$ cat config.mk
export PLATFORM = sky130hd
export DESIGN_NAME = aabbq_mul
export DESIGN_NICKNAME = d
export VERILOG_FILES = /design/src/aabbq_pkg.sv /design/src/aabbq_mul.sv
export SDC_FILE = /design/constraint.sdc
export NUM_CORES = 2
export LEC_CHECK = 0
export ABC_CLOCK_PERIOD_IN_PS = 8500
export BUFFER_PORTS_ARGS = -buffer_cell sky130_fd_sc_hd__buf_2
export CAP_MARGIN = 40
export CORE_MARGIN = 2
export CORE_UTILIZATION = 50
export DETAILED_ROUTE_END_ITERATION = 10
export PLACE_DENSITY_LB_ADDON = 0.08
export SYNTH_ARGS = -nofsm -noshare
export SYNTH_HDL_FRONTEND = slang
export SYNTH_SLANG_ARGS = --single-unit
$ cat constraint.sdc
create_clock -name clk -period 8.5 [get_ports clk]
set_input_delay 1.275 -clock clk [delete_from_list [all_inputs] [get_ports clk]]
set_output_delay 1.275 -clock clk [all_outputs]
set_load 0.01 [all_outputs]
$ cat src/aabbq_pkg.sv
// ----------------------------------------------------------------------------
// AABB query package
// Field widths, query and verdict codes, register indexes, stage enables.
// ----------------------------------------------------------------------------
package aabbq_pkg;

	localparam int FIELD_W     = 32;
	localparam int AXES        = 3;
	localparam int N_IN_DATA   = 7;
	localparam int IN_TDATA_W  = FIELD_W * N_IN_DATA;
	localparam int FUNC_W      = 2;
	localparam int VERDICT_W   = 3;
	localparam int OUT_TDATA_W = 8;
	localparam int CFG_IDX_W   = 3;
	localparam int FRAC_BITS   = 16;

	// query kinds
	localparam logic [FUNC_W-1:0] FUNC_POINT  = 2'd0;
	localparam logic [FUNC_W-1:0] FUNC_BOX    = 2'd1;
	localparam logic [FUNC_W-1:0] FUNC_SPHERE = 2'd2;
	localparam logic [FUNC_W-1:0] FUNC_PLANE  = 2'd3;

	// verdicts
	localparam logic [VERDICT_W-1:0] VERDICT_DISJOINT     = 3'd0;
	localparam logic [VERDICT_W-1:0] VERDICT_CONTAINS     = 3'd1;
	localparam logic [VERDICT_W-1:0] VERDICT_INTERSECTS   = 3'd2;
	localparam logic [VERDICT_W-1:0] VERDICT_PLANE_FRONT  = 3'd3;
	localparam logic [VERDICT_W-1:0] VERDICT_PLANE_BACK   = 3'd4;
	localparam logic [VERDICT_W-1:0] VERDICT_PLANE_ISECT  = 3'd5;

	// register indexes
	localparam logic [CFG_IDX_W-1:0] CFG_BOX_MIN_X = 3'd0;
	localparam logic [CFG_IDX_W-1:0] CFG_BOX_MIN_Y = 3'd1;
	localparam logic [CFG_IDX_W-1:0] CFG_BOX_MIN_Z = 3'd2;
	localparam logic [CFG_IDX_W-1:0] CFG_BOX_MAX_X = 3'd3;
	localparam logic [CFG_IDX_W-1:0] CFG_BOX_MAX_Y = 3'd4;
	localparam logic [CFG_IDX_W-1:0] CFG_BOX_MAX_Z = 3'd5;

	// load enables for the two multiplier stages
	typedef struct packed {
		logic s3;
		logic s4;
	} stage_en_t;

endpackage

$ cat src/aabbq_mul.sv
// ----------------------------------------------------------------------------
// AABB query multiplier
// Two-stage magnitude multiplier: half-width partial products, then merge
// and sign.
// ----------------------------------------------------------------------------
module aabbq_mul import aabbq_pkg::*; #(
	parameter int W = 32
) (
	input  logic                 clk,
	input  stage_en_t            en,
	input  logic [W-1:0]         a,
	input  logic [W-1:0]         b,
	input  logic                 neg,
	output logic signed [2*W:0]  p
);

	localparam int H   = (W + 1) / 2;
	localparam int PPW = 2 * H;
	localparam int FW  = 4 * H;
	localparam int PW  = 2 * W + 1;

	logic [H-1:0]   a_lo, a_hi, b_lo, b_hi;
	logic [PPW-1:0] ll_s3, lh_s3, hl_s3, hh_s3;
	logic           neg_s3;
	logic [FW-1:0]  mid, full;
	logic signed [PW-1:0] ext;
	logic signed [PW-1:0] p_s4;

	assign a_lo = a[H-1:0];
	assign a_hi = H'(a >> H);
	assign b_lo = b[H-1:0];
	assign b_hi = H'(b >> H);

	always_ff @(posedge clk) begin
		if (en.s3) begin
			ll_s3  <= PPW'(a_lo) * PPW'(b_lo);
			lh_s3  <= PPW'(a_lo) * PPW'(b_hi);
			hl_s3  <= PPW'(a_hi) * PPW'(b_lo);
			hh_s3  <= PPW'(a_hi) * PPW'(b_hi);
			neg_s3 <= neg;
		end
	end

	always_comb begin
		mid  = FW'(lh_s3) + FW'(hl_s3);
		full = {hh_s3, ll_s3} + (mid << H);
		ext  = {1'b0, full[2*W-1:0]};
	end

	always_ff @(posedge clk) begin
		if (en.s4) begin
			p_s4 <= neg_s3 ? -ext : ext;
		end
	end

	assign p = p_s4;

endmodule

=== Word-level counts from Yosys, hierarchy flattened ===
Cells that the tools add are included.

* Bits in registers: 194
* Bits of input ports: 68
* Output and inout bits: 65
* Word-level logic and storage cells: 15

* Add/sub/neg operators: 3
* Multipliers: 4
* Multiplexer cells: 1

{| class="wikitable"
|+ Operator list
! kind !! number
|-
| $mul 16x16->32 || 4
|-
| $neg 64->65 || 1
|-
| $add 64x49->64 || 1
|-
| $mux 64 || 1
|-
| $add 32x32->33 || 1
|}

=== Depth between registers and ports, before layout ===
* Depth after elaboration: 4
* Gate-level depth with buffers: 28
* Gate-level depth less buffers: 28

=== Worst setup path after synthesis ===
Ideal clock, no wire load.

* Path kind: input to register
* Start point: in a[26]
* End point: reg hh_s3[30], data pin
* Library setup time: 0.258 ns
* Arrival time: 7.400 ns
* Required time: 8.242 ns
* Setup slack: 0.843 ns
* Stages on the path: 24
* Path buffers: 1
* Cells stage by stage: clkbuf_1 nand2_1 fa_1 inv_1 fa_1 inv_1 fa_1 fa_1 fa_1 fa_1 inv_1 ha_1 a21oi_1 o21ai_0 a221oi_1 nor2_1 a211o_1 a221oi_1 a211oi_1 a41o_1 o41ai_1 o21bai_1 a21oi_1 xnor2_1

* Cells in the longest elaborated chain, start to end: 1

{| class="wikitable"
|+ Ends and longest elaborated chain
! item !! line !! RTL
|-
| start: declaration || aabbq_mul.sv:11 || <nowiki>input logic [W-1:0] a,</nowiki>
|-
| $mul 16x16->32 || aabbq_mul.sv:39 || <nowiki>hh_s3 <= PPW'(a_hi) * PPW'(b_hi);</nowiki>
|-
| end signal: assignment || aabbq_mul.sv:39 ||
|-
| end: declaration || aabbq_mul.sv:23 || <nowiki>logic [PPW-1:0] ll_s3, lh_s3, hl_s3, hh_s3;</nowiki>
|}

Every way passes these cells.
A chain may end at the register's enable or synchronous reset.

=== Worst setup path after layout ===
* Start point: in b[20]
* End point: reg hh_s3[30], data pin

* Cells in the longest elaborated chain, start to end: 1

{| class="wikitable"
|+ Ends and longest elaborated chain
! item !! line !! RTL
|-
| start: declaration || aabbq_mul.sv:12 || <nowiki>input logic [W-1:0] b,</nowiki>
|-
| $mul 16x16->32 || aabbq_mul.sv:39 ||
|}

Every way passes these cells.

==> results.md <==
- Outcome: completed
- CTS tree: done
- Cell Rows: 109
- Slew @ Worst Pin: 0.915 ns
- CP Launch Type: input port
- H-tree depth: 4
- Slew headroom: 0.386
- Clock Skew: 0.0198 ns
- Busiest layer in global routing: met2
- Pin count of the biggest net entering global routing: 74
- Met1 global-route usage: 0.366
- FF+latch count, synth: 194
- Resized Gates After CTS: 0
- Worst EP required: 8.76 ns
- Fin. Hold Viols: 0
- Starting Density: 0.506
- DRC: 0
- Placer Congestion: 0.931
- Grt met2 use: 0.445
- Met3 usage: 0.0484
- Average wire per standard cell: 19.3 um
- Average size of a mapped cell: 9.04 um^2
- Clk sinks: 194
- Worst skew pair latency: 0.49 ns
- Final slew viol count: 0
- Syn_nets: 6292
- Fillers: 8369
- Final period util: 0.914
- GR Overflow Total: 0
- Setup tns final: 0 ns
- Area contributors post-synth: fa_1 35%, ha_1 14%, edfxtp_1 13%, inv_1 8.5%, nand2_1 6.7%
- Post-synthesis cell type count: 94
- RSZ-0062 raised after global routing: no
- Fmax: 129 MHz
- Nets: 6335
- Total iterations of the first detailed-routing run: 6
- Vias/cell: 5.31
- Tot GR Track Use: 0.274
- Detailed Route WL: 119000 um
- CTS buffer count: 17
- Post-route ant nets: 0
- Post-synthesis sequential area ratio: 0.130
- Longest Clk Path Bufs: 2
- Post-DP HPWL: 99300 um
- Post-cts hold buffer count: 0
- Post-Syn Area: 44800 um^2
- Root Buffer: clkbuf_16
- Initial antenna violation count: 3
- Routed vias: 32835
- Critical Path Fanout Max: 17
- Asr flop ratio synth: 0
- Boundary Pins: 133
- I/O Buffers: 132
- Vias in the first global route: 34239
- Post CTS Setup Buffer Count: 0
- Hold Path Class: reg2reg
- Post-synthesis cell count: 4958
- Synth Warn #: 0
- Ratio of cells with drive above 1 in the final layout: 0.0634
- DIE WIDTH: 303 um
- Commonest non-fill, non-tap cell in the layout: inv_1
- WS Path Type: in2reg
- Core region area: 88600 um^2
- Top-area cell type share of the netlist area: 0.348
- Number of max-cap violations: 0
- Most used DFF post-synth: edfxtp_1
- CP Data Arrival Time: 8.03 ns
- EDFF count, synth: 194
- Die area: 92000 um^2
- First-pass GRT wire length: 192000 um
- Area grow syn2layout: 6.23%
- Initial DRC Count: 2126
- Die Ht: 303 um
- Post-layout minimum cycle time: 7.77 ns
- Crit end category: flip-flop
- Final setup fails: 0
- Reg clk slew, reported paths: 0.09 ns
- Most frequent cells in the layout: 1013 x inv_1, 797 x nand2_1, 778 x fa_1
- Area leader, netlist: fa_1
## cell type report
type                    instances  area (um^2)  area share
clock inverters                14          215     0.00452
repair buffers                241         1510      0.0317
flip-flops and latches        194         5830       0.122
multi-input cells            3533        34400       0.722
clock buffers                  18          429     0.00902
well taps                    1165         1460      0.0306
diodes                          4         10.0    0.000210
inverters                    1014         3810      0.0800
## metal layers
metal	up-vias	share of wire
li1	15415	-
met1	16378	0.43
met2	869	0.46
met3	173	0.064
met4	0	0.046
met5	-	0
## worst max-delay path, cell delays in order
cell and delay (ns):
buf_2 0.44, nand2_1 0.16, fa_1 0.56, inv_1 0.05, fa_1 0.48, inv_1 0.05
fa_1 0.48, fa_1 0.57, fa_1 0.43, fa_1 0.48, inv_1 0.04, ha_1 0.33
a21oi_1 0.16, o21ai_0 0.18, a221oi_1 0.36, nor2_1 0.07, a211o_1 0.32, a221oi_1 0.40
a211oi_1 0.17, a41o_1 0.28, o41ai_1 0.34, o21bai_1 0.10, a21oi_1 0.19, xnor2_1 0.08
## cell usage after synthesis, drive strengths merged (61+ instances only)
cell and count:
nor2 133, a21o 61, o21ai 98, clkbuf 204
and2 367, ha 488, inv 1014, fa 778
nand2 797, edfxtp 194, xnor2 173, a21oi 159
## cell families after synthesis
group                      synth area share
AOI/OAI and AO/OA                    0.0757
adders and majority gates             0.484
and+or+nand+nor                       0.162
muxes                              0.000670
buffers and inverters                 0.103
xor gates and xnor gates             0.0446
DFF                                   0.130
## path summary, 6_finish.rpt
path / start / endpoint / slack [ns] / cells after the start
min reg2reg: ll_s3[0]$_DFFE_PP_ / p[0]$_DFFE_PP_ / 0.57 / 0
min: ll_s3[0]$_DFFE_PP_ / p[0]$_DFFE_PP_ / 0.57 / 0
max: b[20] / hh_s3[30]$_DFFE_PP_ / 0.73 / 24
max reg2reg: lh_s3[0]$_DFFE_PP_ / p[62]$_DFFE_PP_ / 0.93 / 26
## registers in the layout, indices dropped and copies added, names as in the netlist
name,cells
ll_s3,32
p,65
lh_s3,32
hl_s3,32
neg_s3,1
hh_s3,32
## stage by stage
stage | cell area, um^2 | setup WS (ns) | hold slack, ns | cells | util
after global routing | 47600 | 0.290 | 0.586 | 6180 | 0.537
after CTS | 47600 | 0.817 | 0.554 | 6179 | 0.537
final | 47600 | 0.733 | 0.566 | 6183 | 0.537
after detailed placement | 47000 | 0.266 | 0.534 | 6147 | 0.530
after global placement | 46900 | 0.372 | 0.527 | 6145 | 0.529
after floorplan | 44800 | 0.843 | 0.495 | 4958 | -
Power is not shown: default switching activity piles up to over one toggle a cycle in this logic, so the estimate is an artifact.
